<file path="config.mk">
export PLATFORM = sky130hd
export DESIGN_NAME = bitmap_set_circular_next
export DESIGN_NICKNAME = d
export VERILOG_FILES = /design/src/rtl/core/bscn_pkg.sv /design/src/rtl/core/bitmap_set_circular_next.sv
export SDC_FILE = /design/constraint.sdc
export NUM_CORES = 1
export LEC_CHECK = 0
export BUFFER_PORTS_ARGS = -buffer_cell sky130_fd_sc_hd__buf_2
export CORE_MARGIN = 1
export CORE_UTILIZATION = 25
export CTS_BUF_LIST = sky130_fd_sc_hd__clkbuf_4 sky130_fd_sc_hd__clkbuf_8
export DETAILED_ROUTE_END_ITERATION = 10
export GPL_ROUTABILITY_DRIVEN = 0
export PLACE_DENSITY = 0.38
export SYNTH_ARGS = -nofsm -noshare
export SYNTH_HDL_FRONTEND = slang
export SYNTH_SLANG_ARGS = --single-unit
</file>
<file path="constraint.sdc">
create_clock -name clock -period 15.95 [get_ports clock]
set_input_delay 1.595 -clock clock [delete_from_list [all_inputs] [get_ports clock]]
set_output_delay 1.595 -clock clock [all_outputs]
set_load 0.005 [all_outputs]
</file>
<file path="src/rtl/core/bscn_pkg.sv">
// shared constants, request codes and helpers for the circular bitmap block
`default_nettype none

package bscn_pkg;

   localparam int CAPACITY_DEF = 512;
   localparam int WORD_BITS    = 64;
   localparam int BIT_W        = 6;
   localparam int INDEX_W      = 10;
   localparam int POS_OUT_W    = 9;
   localparam int REQ_TDATA_W  = 16;
   localparam int RSP_TDATA_W  = 16;

   typedef enum logic [1:0] {
      REQ_ADD   = 2'd0,
      REQ_QUERY = 2'd1,
      REQ_NEXT  = 2'd2,
      REQ_NONE  = 2'd3
   } req_kind_type;

   // position of the lowest set bit, zero when the word is empty
   function automatic logic [BIT_W-1:0] lowest_set(input logic [WORD_BITS-1:0] v);
      logic [BIT_W-1:0] r;
      r = '0;
      for (int i = WORD_BITS - 1; i >= 0; i--) begin
         if (v[i]) begin
            r = BIT_W'(i);
         end
      end
      return r;
   endfunction

endpackage

`default_nettype wire

</file>
<file path="src/rtl/core/bitmap_set_circular_next.sv">
// circular membership bitmap with add, query and find-next-set over a word memory
// add and query read the indexed word, then register the result; next reads word after word until a hit or wrap
// throughput: one beat at a time; next walks the bitmap memory one 64-bit word per cycle,
//   so up to WORDS+1 reads (9 at the default capacity of 512)
// reset: synchronous; per-word valid flags mark the memory empty at once, position goes to 0
// an input beat is taken while an earlier result still waits in the output register
`default_nettype none

module bitmap_set_circular_next
   import bscn_pkg::*;
#(
   parameter int CAPACITY = CAPACITY_DEF
) (
   input  wire logic                   clock,
   input  wire logic                   reset,
   input  wire logic                   req_tvalid,
   output logic                        req_tready,
   input  wire logic [REQ_TDATA_W-1:0] req_tdata,  // [9:0] index, rest zero
   input  wire logic [1:0]             req_tuser,  // [1:0] req_type
   output logic                        rsp_tvalid,
   input  wire logic                   rsp_tready,
   output logic [RSP_TDATA_W-1:0]      rsp_tdata   // [0] present, [9:1] position, rest zero
);

   localparam int WORDS = (CAPACITY + WORD_BITS - 1) / WORD_BITS;
   localparam int WAW   = (WORDS > 1) ? $clog2(WORDS) : 1;
   localparam int FW    = WAW + BIT_W;
   localparam int PW    = $clog2(CAPACITY);
   localparam int CW    = $clog2(WORDS + 1);
   localparam logic [CW-1:0]  LAST_STEP = CW'(WORDS);
   localparam logic [WAW-1:0] LAST_WORD = WAW'(WORDS - 1);

   typedef enum logic [1:0] {
      S_IDLE,
      S_ACC,
      S_SCAN
   } state_type;

   state_type              state_ff, state_in;
   req_kind_type           kind_ff, kind_in;
   logic [INDEX_W-1:0]     idx_ff, idx_in;
   logic [PW-1:0]          cur_ff, cur_in;
   logic [WAW-1:0]         scan_word_ff, scan_word_in;
   logic [CW-1:0]          scan_cnt_ff, scan_cnt_in;
   logic                   rsp_valid_ff, rsp_valid_in;
   logic                   rsp_present_ff, rsp_present_in;
   logic [POS_OUT_W-1:0]   rsp_pos_ff, rsp_pos_in;

   logic [WORD_BITS-1:0]   mem [WORDS];
   logic [WORDS-1:0]       wvalid_ff;
   logic [WORD_BITS-1:0]   rd_data_ff;
   logic                   rd_valid_ff;

   logic                   rd_en;
   logic [WAW-1:0]         rd_addr;
   logic                   wr_en;
   logic [WAW-1:0]         wr_addr;
   logic [WORD_BITS-1:0]   wr_data;

   logic                   out_free;
   logic [WORD_BITS-1:0]   word;
   logic [FW-1:0]          cur_full;
   logic [FW-1:0]          idx_full;
   logic [FW-1:0]          req_full;
   logic                   idx_in_range;
   logic                   req_in_range;
   logic [WORD_BITS-1:0]   le_mask;
   logic [WORD_BITS-1:0]   scan_mask;
   logic [WORD_BITS-1:0]   hits;
   logic [FW-1:0]          hit_full;
   logic [WAW-1:0]         next_word;

   assign req_tready = (state_ff == S_IDLE);
   assign rsp_tvalid = rsp_valid_ff;
   assign rsp_tdata  = {{(RSP_TDATA_W - POS_OUT_W - 1){1'b0}}, rsp_pos_ff, rsp_present_ff};

   assign out_free     = !rsp_valid_ff || rsp_tready;
   assign word         = rd_valid_ff ? rd_data_ff : '0;
   assign cur_full     = FW'(cur_ff);
   assign idx_full     = FW'(idx_ff);
   assign req_full     = FW'(req_tdata[INDEX_W-1:0]);
   assign idx_in_range = (32'(idx_ff) < CAPACITY);
   assign req_in_range = (32'(req_tdata[INDEX_W-1:0]) < CAPACITY);
   assign le_mask      = {WORD_BITS{1'b1}} >> (BIT_W'(WORD_BITS - 1) - cur_full[BIT_W-1:0]);
   assign hits         = word & scan_mask;
   assign hit_full     = {scan_word_ff, lowest_set(hits)};
   assign next_word    = (scan_word_ff == LAST_WORD) ? '0 : scan_word_ff + 1'b1;

   always_comb begin
      if (scan_cnt_ff == '0) begin
         scan_mask = ~le_mask;
      end else if (scan_cnt_ff == LAST_STEP) begin
         scan_mask = le_mask;
      end else begin
         scan_mask = {WORD_BITS{1'b1}};
      end
   end

   always_comb begin
      state_in       = state_ff;
      kind_in        = kind_ff;
      idx_in         = idx_ff;
      cur_in         = cur_ff;
      scan_word_in   = scan_word_ff;
      scan_cnt_in    = scan_cnt_ff;
      rsp_valid_in   = rsp_valid_ff && !rsp_tready;
      rsp_present_in = rsp_present_ff;
      rsp_pos_in     = rsp_pos_ff;
      rd_en          = 1'b0;
      rd_addr        = '0;
      wr_en          = 1'b0;
      wr_addr        = idx_full[FW-1:BIT_W];
      wr_data        = word | ({{(WORD_BITS - 1){1'b0}}, 1'b1} << idx_full[BIT_W-1:0]);
      case (state_ff)
         S_IDLE: begin
            if (req_tvalid) begin
               kind_in = req_kind_type'(req_tuser);
               idx_in  = req_tdata[INDEX_W-1:0];
               rd_en   = 1'b1;
               if (req_kind_type'(req_tuser) == REQ_NEXT) begin
                  rd_addr      = cur_full[FW-1:BIT_W];
                  scan_word_in = cur_full[FW-1:BIT_W];
                  scan_cnt_in  = '0;
                  state_in     = S_SCAN;
               end else begin
                  rd_addr  = req_in_range ? req_full[FW-1:BIT_W] : '0;
                  state_in = S_ACC;
               end
            end
         end
         S_ACC: begin
            if (out_free) begin
               rsp_valid_in   = 1'b1;
               rsp_present_in = 1'b0;
               rsp_pos_in     = POS_OUT_W'(cur_ff);
               case (kind_ff)
                  REQ_ADD: begin
                     if (idx_in_range) begin
                        wr_en          = 1'b1;
                        cur_in         = PW'(idx_ff);
                        rsp_present_in = 1'b1;
                        rsp_pos_in     = POS_OUT_W'(idx_ff);
                     end
                  end
                  REQ_QUERY: begin
                     rsp_present_in = idx_in_range && word[idx_full[BIT_W-1:0]];
                  end
                  default: begin
                     rsp_present_in = 1'b0;
                  end
               endcase
               state_in = S_IDLE;
            end
         end
         S_SCAN: begin
            if (hits != '0 || scan_cnt_ff == LAST_STEP) begin
               if (out_free) begin
                  rsp_valid_in = 1'b1;
                  if (hits != '0) begin
                     cur_in         = PW'(hit_full);
                     rsp_present_in = 1'b1;
                     rsp_pos_in     = POS_OUT_W'(hit_full);
                  end else begin
                     rsp_present_in = 1'b0;
                     rsp_pos_in     = POS_OUT_W'(cur_ff);
                  end
                  state_in = S_IDLE;
               end
            end else begin
               rd_en        = 1'b1;
               rd_addr      = next_word;
               scan_word_in = next_word;
               scan_cnt_in  = scan_cnt_ff + 1'b1;
            end
         end
         default: begin
            state_in = S_IDLE;
         end
      endcase
   end

   always_ff @(posedge clock) begin
      if (reset) begin
         state_ff     <= S_IDLE;
         cur_ff       <= '0;
         rsp_valid_ff <= 1'b0;
         scan_cnt_ff  <= '0;
      end else begin
         state_ff     <= state_in;
         cur_ff       <= cur_in;
         rsp_valid_ff <= rsp_valid_in;
         scan_cnt_ff  <= scan_cnt_in;
      end
      kind_ff        <= kind_in;
      idx_ff         <= idx_in;
      scan_word_ff   <= scan_word_in;
      rsp_present_ff <= rsp_present_in;
      rsp_pos_ff     <= rsp_pos_in;
   end

   // bitmap word memory, one read and one write port, registered read
   always_ff @(posedge clock) begin
      if (wr_en) begin
         mem[wr_addr] <= wr_data;
      end
      if (rd_en) begin
         rd_data_ff <= mem[rd_addr];
      end
   end

   always_ff @(posedge clock) begin
      if (reset) begin
         wvalid_ff   <= '0;
         rd_valid_ff <= 1'b0;
      end else begin
         if (wr_en) begin
            wvalid_ff[wr_addr] <= 1'b1;
         end
         if (rd_en) begin
            rd_valid_ff <= wvalid_ff[rd_addr];
         end
      end
   end

   a_no_write_idle: assert property (@(posedge clock) disable iff (reset)
      (state_ff == S_IDLE) |-> !wr_en)
      else $error("bitmap written while idle");

   a_pos_in_range: assert property (@(posedge clock) disable iff (reset)
      32'(cur_ff) < CAPACITY)
      else $error("current position beyond capacity");

   a_scan_bound: assert property (@(posedge clock) disable iff (reset)
      (state_ff == S_SCAN) |-> (scan_cnt_ff <= LAST_STEP))
      else $error("scan ran past the last word");

   a_one_at_a_time: assert property (@(posedge clock) disable iff (reset)
      (req_tvalid && req_tready) |=> !req_tready)
      else $error("second beat taken while one is in flight");

   a_scan_done_result: assert property (@(posedge clock) disable iff (reset)
      (state_ff == S_SCAN && state_in == S_IDLE) |=> rsp_valid_ff)
      else $error("scan finished without a result");

endmodule

`default_nettype wire

</file>
==> summary.md, run 1 <==
| Metric | Value |
|---|---|
| Instance area after placement | `0.03129 mm2` |
| Half-perimeter wire length after placement | `56,530 um` |
| Share of flip-flops with an asynchronous set or reset after synthesis | `0%` |
| Total GRT Usage | `15.08%` |
| Portion of the post-synthesis area used by sequential elements | `62.30%` |
| Clock root cell | `sky130_fd_sc_hd__clkbuf_8` |
| Initial antenna violation count | `5` |
| Slew margin rel. | `8.486%` |
| Worst path max stage delay | `0.93 ns` |
| Fraction of final layout cells sized beyond drive strength 1 | `16.36%` |
| Most Frequent Cell on Critical Path | `sky130_fd_sc_hd__buf_4` |
| Most common flop cell mapped by yosys | `sky130_fd_sc_hd__edfxtp_1` |
| Launch point of the worst hold path | `wvalid_ff[2]` |
| DR WL/cell | `24.20 um` |
| Bufs on Longest Clock Path | `3` |
| Min Hold Slack | `0.4691 ns` |
| CP delay by family, top | `simple AND/OR/NAND/NOR gates` |
| Post-synth EDFFs | `601` |
| Final design area excluding fillers | `0.03343 mm2` |
| Start-to-end type of the worst setup path | `reg2reg` |
| Standby leakage power | `11.30 nW` |
| CP startpoint kind | `register` |
| Cell type with the largest total area after synthesis | `sky130_fd_sc_hd__edfxtp_1` |
| Uppermost layer routed | `met5` |
| Cells taking the most area after synthesis | `sky130_fd_sc_hd__edfxtp_1 61%, sky130_fd_sc_hd__mux2i_1 13%, sky130_fd_sc_hd__mux2_2 2.6%` |
| Total gr overflow | `0` |
| Boundary Pins | `40` |
| Slowest stage cell on the critical path | `sky130_fd_sc_hd__o31a_2` |
| End point of the worst hold path | `wvalid_ff[2]` |
| Count of warnings emitted by yosys | `0` |
| Worst Hold Path Cells | `2` |
| Worst clock skew | `0.04730 ns` |
| Minimum clock period after layout | `6.714 ns` |
| Remaining antenna violation count | `0` |
| Cell count after placement | `3,596` |
| Met3 routed wirelength | `4926 um` |
| Number of I/O port buffers | `27` |
| Std-Cell Rows | `126` |
| CTS resizes | `0` |
| Type of the most critical hold path | `reg2reg` |
| Final setup violation count | `0` |
| Reg-to-reg slack, setup | `9.24 ns` |
| Total number of vias | `18,800` |
| Number of design-rule violations left by the first detailed-router iteration | `1,538` |
| Global-route wire length before repair | `133,100 um` |
| Count of final max-slew check failures | `0` |
| Maximum VDD drop | `64.16 uV` |
| Via count of the first global-routing pass | `18,920` |
| Result of the run | `completed` |
| Worst-path maximum fanout | `54` |
| Max Cap Viol | `0` |
| Routed via count divided by cell count | `4.935` |
| Critical Path AT | `7.21 ns` |
| Power Total | `0.003908 W` |
| Transition time at the pin with the least slew margin | `1.338 ns` |
| Portion of synthesized cell area occupied by the leading cell type | `60.62%` |
| Horizontal die dimension | `347.1 um` |
| Pin count of the biggest net entering global routing | `131` |
| Clock sinks | `626` |
| Cells after synthesis | `2,133` |
| CTS buffer count | `110` |
| Sequence of cells on the critical path | `buf_4 -> and4bb_2 -> nor4_1 -> or4b_1 -> or4_1 -> o31a_2 -> buf_4 -> buf_4 -> mux2i_1 -> mux2_2` |
| Final sum of negative setup slack | `0 ns` |
| Starting density of the core | `25.21%` |
| Clock tree from TritonCTS | `done` |
| Startpoint of the worst-slack reg-to-reg timing path | `scan_cnt_ff[3]` |
| Final #Nets | `2,202` |
| Non-filler instance count after layout | `3,809` |
| Post-CTS setup buffers | `0` |
| Length in cells of the worst reg-to-reg path | `10` |
| Beginning of the critical path | `scan_cnt_ff[3]` |
| Overall die area | `0.1205 mm2` |
| Hold buffers post-CTS | `0` |
| Number of levels in the clock H-tree | `3` |
| Met2 routed wirelength | `42,830 um` |
| Source-to-sink clock delay at the later pin of the worst-skew pair | `0.78 ns` |
| First-pass DRT Iterations | `5` |
| M1 WL | `41,390 um` |
| Die Height | `347.1 um` |
| Period utilisation layout | `42.09%` |
| Number of storage elements in the synthesis netlist | `626` |
| Clock slew at reported path FFs | `0.06 ns` |
| Area overhead of the layout relative to synthesis | `12.29%` |
| Worst path required time | `16.45 ns` |
| Core Region | `0.1181 mm2` |
| Average size of a mapped cell | `13.96 um2` |
| Drt total wl | `92,190 um` |
| Count of buffer and inverter cells on the critical path | `3` |
| Power Dens Cells | `116.9 mW/mm2` |
| # DRC | `0` |
| Worst setup EP type | `register` |
| Number of failing hold endpoints at the final stage | `0` |
| Mapped Area | `0.02977 mm2` |
| Distinct cells, synth | `101` |
| Destination of the worst register-to-register timing path | `rd_data_ff[4]` |
| Setup repair after global routing missed its margin | `no` |
| Timing-limited maximum frequency | `148.9 MHz` |
## report_power, final
group / internal (W) / leakage (nW) / switching [W]
logic: 0.000193 / 4.29 / 0.000368
clock network: 0.000759 / 1.14 / 0.000664
registers: 0.00186 / 5.87 / 0.0000619
## area by class of cell
type                            count  area, um2
Antenna cell                        5      12.51
Clock buffer                      150       1827
Clock inverter                     57      292.8
Fill cell                       11900      84650
Inverter                           27      101.3
Multi-Input combinational cell   1335      10210
Sequential cell                   626      18560
Tap cell                         1536       1922
Timing Repair Buffer               73      505.5
## cell usage in the layout (no fill, tap or decap), drive strengths merged, types with 7 or more instances in the layout
cell / instances
a31oi: 18
a21oi: 97
nand2: 128
o311ai: 9
dfxtp: 25
nor3b: 7
a2111oi: 8
a211oi: 16
inv: 30
nand4: 18
xnor2: 36
nand2b: 11
clkbuf: 151
or3: 10
clkinv: 53
o21ai: 130
nor3: 21
a21o: 10
o21bai: 7
nor4: 7
ha: 7
mux4: 13
o221ai: 9
o2111ai: 7
o31ai: 7
a311oi: 9
and2: 20
buf: 72
edfxtp: 601
nor2: 92
mux2: 68
o22ai: 9
nand3: 32
mux2i: 392
o211ai: 19
nor2b: 12
## cells in the mapped netlist, types with 5 or more instances
cell,count
sky130_fd_sc_hd__buf_2,49
sky130_fd_sc_hd__ha_1,7
sky130_fd_sc_hd__o21ai_0,127
sky130_fd_sc_hd__inv_1,26
sky130_fd_sc_hd__nor3b_1,6
sky130_fd_sc_hd__a2111oi_0,7
sky130_fd_sc_hd__mux2i_1,392
sky130_fd_sc_hd__o22ai_1,9
sky130_fd_sc_hd__buf_1,14
sky130_fd_sc_hd__a21oi_1,96
sky130_fd_sc_hd__edfxtp_1,601
sky130_fd_sc_hd__a21o_1,10
sky130_fd_sc_hd__o211ai_1,19
sky130_fd_sc_hd__o21bai_1,7
sky130_fd_sc_hd__nand4_1,18
sky130_fd_sc_hd__xnor2_1,36
sky130_fd_sc_hd__nor3_1,19
sky130_fd_sc_hd__nor2_1,91
sky130_fd_sc_hd__buf_6,18
sky130_fd_sc_hd__nand2_1,128
sky130_fd_sc_hd__or3_1,10
sky130_fd_sc_hd__a22oi_1,5
sky130_fd_sc_hd__mux2_2,68
sky130_fd_sc_hd__clkbuf_1,44
sky130_fd_sc_hd__nor4_1,6
sky130_fd_sc_hd__buf_4,10
sky130_fd_sc_hd__a31oi_1,17
sky130_fd_sc_hd__o221ai_1,9
sky130_fd_sc_hd__and3_1,6
sky130_fd_sc_hd__a211o_1,5
sky130_fd_sc_hd__a311oi_1,9
sky130_fd_sc_hd__nor2b_1,12
sky130_fd_sc_hd__a211oi_1,14
sky130_fd_sc_hd__nand3_1,32
sky130_fd_sc_hd__nand2b_1,11
sky130_fd_sc_hd__and2_1,20
sky130_fd_sc_hd__o2111ai_1,7
sky130_fd_sc_hd__buf_12,12
sky130_fd_sc_hd__mux4_2,13
sky130_fd_sc_hd__o311ai_0,6
sky130_fd_sc_hd__dfxtp_1,25
## flip-flops by register name, summed over array words and instances, names as in the netlist, 2 cells and up
| name | flops |
|---|---|
| mem | 512 |
| idx_ff | 10 |
| wvalid_ff | 8 |
| rd_data_ff | 64 |
| scan_word_ff | 3 |
| scan_cnt_ff | 4 |
| cur_ff | 9 |
| state_ff | 2 |
| kind_ff | 2 |
| rsp_pos_ff | 9 |
## how the worst max path moves through the flow
stage | end | depth (start not counted)
floorplan | mem[1][0] | 4
global placement | rd_data_ff[4] | 12
detailed placement | rd_data_ff[39] | 10
CTS | rd_data_ff[4] | 12
global route | rd_data_ff[4] | 12
finish | rd_data_ff[4] | 10
## metrics by stage
step | setup WS [ns] | utilization [%]
floorplan | 9.046 | -
global placement | 9.208 | 26.50
detailed placement | 9.209 | 26.50
CTS | 9.176 | 28.29
global route | 8.854 | 28.31
finish | 9.236 | 28.31
## layer usage
metal | up-vias | GRT usage, %
met5 | - | 0
met4 | 4 | 5.355
met3 | 186 | 3.054
met2 | 632 | 24.24
met1 | 9582 | 20.02
li1 | 8393 | -
## worst min-delay path: cells and delay by family, from the launching register on
family / cells / cell delay (ns)
and+or+nand+nor: 2 / 0.12
DFF: 1 / 0.32
## logic make-up after synthesis
logic type,Yosys count,share of synthesized area [%]
AO/OA/AOI/OAI,424,9.439
other,1,0.01260
AND/OR/NAND/NOR,388,6.380
adder cells (fa/ha/maj),7,0.2942
XOR/XNOR,37,1.089
buffers and inverters,177,3.749
flip-flops,626,62.30
multiplexers,473,16.74
Power figures use the tool's default switching activity.
==> run 2, diff against run 1 <==
--- a/config.mk
+++ b/config.mk
@@ -5,13 +5,14 @@
 export SDC_FILE = /design/constraint.sdc
 export NUM_CORES = 1
 export LEC_CHECK = 0
+export ABC_AREA = 1
 export BUFFER_PORTS_ARGS = -buffer_cell sky130_fd_sc_hd__buf_2
 export CORE_MARGIN = 1
 export CORE_UTILIZATION = 25
 export CTS_BUF_LIST = sky130_fd_sc_hd__clkbuf_4 sky130_fd_sc_hd__clkbuf_8
 export DETAILED_ROUTE_END_ITERATION = 10
 export GPL_ROUTABILITY_DRIVEN = 0
-export PLACE_DENSITY = 0.38
+export PLACE_DENSITY = 0.39
 export SYNTH_ARGS = -nofsm -noshare
 export SYNTH_HDL_FRONTEND = slang
 export SYNTH_SLANG_ARGS = --single-unit
==> constraint.sdc (replaced) <==
create_clock -name clock -period 5.75 [get_ports clock]
set_input_delay 0.575 -clock clock [delete_from_list [all_inputs] [get_ports clock]]
set_output_delay 0.575 -clock clock [all_outputs]
set_load 0.005 [all_outputs]
==> run 2 against run 1 <==
  * Clock skew shrank 0.0052 ns
  * Core utilization grew 1.2 points
  * Synthesized area shrank 8.1%
  * Register-to-register slack lost 8.7 ns
  * Cell area shrank 5.0%
  * Critical path depth grew 48
  * Synthesized cell count grew 18%
  * Setup slack lost 8.7 ns
  * Non-clock buffer count grew 46
  * Critical endpoint is now rsp_pos_ff[0]
==> summary.md, run 2 <==
| Metric | Value |
|---|---|
| Worst path max stage delay | `0.52 ns (-0.41 ns)` |
| Most Frequent Cell on Critical Path | `sky130_fd_sc_hd__nand2_1` |
| Area overhead of the layout relative to synthesis | `16.11%` |
| # DRC | `0 (unchanged)` |
| Distinct cells, synth | `48 (-52%)` |
| Number of levels in the clock H-tree | `3 (unchanged)` |
| Portion of synthesized cell area occupied by the leading cell type | `65.96% (+5.3 points)` |
| CTS buffer count | `106 (-3.6%)` |
| Final #Nets | `2,620 (+19%)` |
| First-pass DRT Iterations | `6 (+1)` |
| Top cells by instance count after synthesis | `601 x sky130_fd_sc_hd__edfxtp_1, 510 x sky130_fd_sc_hd__nor2_1, 452 x sky130_fd_sc_hd__nand2_1, 279 x sky130_fd_sc_hd__o21ai_0, 132 x sky130_fd_sc_hd__o32ai_1` |
| Crit path depth | `58 (+48)` |
| Standby leakage power | `11.01 nW (-2.6%)` |
| Reg area | `0.01856 mm2 (about the same)` |
| Worst setup EP type | `register` |
| CP delay by family, top | `simple AND/OR/NAND/NOR gates` |
| Transition time at the pin with the least slew margin | `1.262 ns (-0.07611 ns)` |
| Count of buffer and inverter cells on the critical path | `1 (-2)` |
| Maximum VDD drop | `154.4 uV (+140%)` |
| Clock root cell | `sky130_fd_sc_hd__clkbuf_8` |
| Number of storage elements in the synthesis netlist | `626 (unchanged)` |
| Result of the run | `completed` |
| Overall die area | `0.1108 mm2 (-8.0%)` |
| Worst clock skew | `0.04210 ns (-0.005199 ns)` |
| Critical Path AT | `5.73 ns (-1.48 ns)` |
| Half-perimeter wire length after placement | `53,370 um (-5.6%)` |
| Initial antenna violation count | `1 (-4)` |
| Start-to-end type of the worst setup path | `reg2reg` |
| Timing-limited maximum frequency | `190.3 MHz (+28%)` |
| Share of flip-flops with an asynchronous set or reset after synthesis | `0% (unchanged)` |
| Final design area excluding fillers | `0.03177 mm2 (-5.0%)` |
| Cell with the most instances after synthesis | `sky130_fd_sc_hd__edfxtp_1` |
| Worst-path maximum fanout | `7 (-87%)` |
| Registers with the most flip-flops | `mem (512), rd_data_ff (64), idx_ff (10)` |
| Number of I/O port buffers | `27 (unchanged)` |
| Global-route wire length before repair | `131,300 um (-1.4%)` |
| Starting density of the core | `25.38% (+0.17 points)` |
| Mapped Area | `0.02736 mm2 (-8.1%)` |
| Type of the most critical hold path | `in2reg` |
| Number of failing hold endpoints at the final stage | `0 (unchanged)` |
| Total number of vias | `19,900 (+5.9%)` |
| Post-synth EDFFs | `601 (unchanged)` |
| Total GRT Usage | `15.82% (+0.74 points)` |
| Fillers | `11,150 (-6.3%)` |
| Final setup violation count | `0 (unchanged)` |
| Std-Cell Rows | `120 (-4.8%)` |
| Multi-input gate area in the final layout | `0.007915 mm2 (-23%)` |
| Number of design-rule violations left by the first detailed-router iteration | `1,463 (-4.9%)` |
| Minimum clock period after layout | `5.255 ns (-1.459 ns)` |
| DR WL/cell | `21.77 um (-10%)` |
| Cell count after placement | `3,869 (+7.6%)` |
| Clock sinks | `626 (unchanged)` |
| Worst path required time | `6.23 ns (-10.22 ns)` |
| Pin count of the biggest net entering global routing | `137 (+4.6%)` |
| Max Cap Viol | `0 (unchanged)` |
| Power Total | `0.01180 W (+200%)` |
| Slew margin rel. | `14.98% (+6.5 points)` |
| Power Dens Cells | `371.3 mW/mm2 (+220%)` |
| Count of final max-slew check failures | `0 (unchanged)` |
| CP startpoint kind | `register` |
| Die Height | `332.8 um (-4.1%)` |
| Final sum of negative setup slack | `0 ns (unchanged)` |
| Core Region | `0.1078 mm2 (-8.7%)` |
| Cells after synthesis | `2,514 (+18%)` |
| Fraction of final layout cells sized beyond drive strength 1 | `12.68% (-3.7 points)` |
| Average size of a mapped cell | `10.88 um2 (-22%)` |
| Slowest stage cell on the critical path | `sky130_fd_sc_hd__o21ai_0` |
| Top library cells by usage in the layout, fill and taps aside | `601 x sky130_fd_sc_hd__edfxtp_1, 497 x sky130_fd_sc_hd__nor2_1, 446 x sky130_fd_sc_hd__nand2_1` |
| Boundary Pins | `40 (unchanged)` |
| Most common library cell in the layout ignoring fill and taps | `sky130_fd_sc_hd__edfxtp_1` |
| Instance area after placement | `0.02946 mm2 (-5.8%)` |
| Via count of the first global-routing pass | `19,870 (+5.1%)` |
| Period utilisation layout | `91.39% (+49 points)` |
| Register with the most flip-flops | `mem` |
| Most common flop cell mapped by yosys | `sky130_fd_sc_hd__edfxtp_1` |
| Cell type with the largest total area after synthesis | `sky130_fd_sc_hd__edfxtp_1` |
| Length in cells of the worst reg-to-reg path | `58 (+48)` |
| Clock slew at reported path FFs | `0.07 ns (about the same)` |
| Drt total wl | `88,820 um (-3.7%)` |
| Routed via count divided by cell count | `4.878 (-1.2%)` |
| Worst Hold Path Cells | `1 (-1)` |
| Largest register FFs | `512 (unchanged)` |
| Count of warnings emitted by yosys | `0 (unchanged)` |
| Portion of the post-synthesis area used by sequential elements | `67.79% (+5.5 points)` |
| Bufs on Longest Clock Path | `3 (unchanged)` |
| Cells taking the most area after synthesis | `sky130_fd_sc_hd__edfxtp_1 66%, sky130_fd_sc_hd__nor2_1 7.0%, sky130_fd_sc_hd__nand2_1 6.2%` |
| Horizontal die dimension | `332.8 um (-4.1%)` |
| Source-to-sink clock delay at the later pin of the worst-skew pair | `0.74 ns (-0.04 ns)` |
| Non-filler instance count after layout | `4,080 (+7.1%)` |
| Clock tree from TritonCTS | `done` |
| Setup repair after global routing missed its margin | `yes` |
| Remaining antenna violation count | `0 (unchanged)` |
| Total gr overflow | `0 (unchanged)` |
==> run 2: cell count changes after synthesis, sizes merged, moves of 64 or more <==
cell	delta
mux2	-68
o32ai	+130
inv	+92
nand2	+328
mux2i	-392
o21ai	+152
clkbuf	+64
nor2	+423
==> run 2: through the flow <==
step                utilization, %  worst slack, ns  hold slack [ns]
detailed placement           27.33           0.4279           0.4597
CTS                          29.32           0.3959         0.001681
floorplan                        -           0.8472           0.4349
global placement             27.33           0.2372           0.4443
finish                       29.47           0.4953          0.08435
global route                 29.47         -0.02994          0.06387
==> run 2: path summary, 6_finish.rpt <==
kind         slack (ns)    startpoint       endpoint
min                0.08  req_tdata[9]      idx_ff[9]
max                0.50     cur_ff[2]  rsp_pos_ff[0]
min reg2reg        0.47  wvalid_ff[7]   wvalid_ff[7]
max reg2reg        0.50     cur_ff[2]  rsp_pos_ff[0]
==> run 2: routing by layer <==
layer	wire, um	global-route usage, %	vias to the layer above
met1	41760	21.89	10030
met2	40910	25.47	566
met4	2028	4.951	0
met3	4121	2.221	127
met5	0	0	-
li1	-	-	9177
==> run 2: cell type report <==
cell class / count / area share, %
timing repair buffer: 119 / 3.190
clock inverter: 37 / 0.6419
multi-input combinational: 1616 / 24.91
antenna: 3 / 0.02363
clock buffer: 154 / 5.805
tap: 1403 / 5.525
inverter: 122 / 1.473
sequential: 626 / 58.43
==> run 2: timing repair <==
action	CTS	global route
hold buffers	10	0
hold endpoints to repair	10	0
buffers inserted	0	7
resized for setup	0	36
endpoints found under the setup margin	0	12
==> run 2: worst register-to-register path: cells and delay by family, from the launching register on <==
family | cells | cell delay, ns
buffers and inverters | 1 | 0.25
DFF | 1 | 0.39
and+or+nand+nor | 55 | 3.57
AOI/OAI and AO/OA | 2 | 0.78
==> run 2: kinds of logic (layout without fill, tap and decap cells) <==
| logic type | after synthesis | in the layout | share of synthesized area, % |
|---|---|---|---|
| compound gates | 543 | 543 | 12.59 |
| fa+ha+maj | 7 | 7 | 0.3201 |
| buf+inv | 277 | 432 | 4.033 |
| flops | 626 | 626 | 67.79 |
| other cells | 1 | 9 | 0.01370 |
| simple gates | 1060 | 1060 | 15.25 |
==> run 2: where the power goes <==
| part | switching (W) | leakage [nW] | internal (W) |
|---|---|---|---|
| combinational | 0.00173 | 4.19 | 0.000686 |
| sequential | 0.000135 | 5.73 | 0.00535 |
| clock | 0.00181 | 1.08 | 0.00209 |
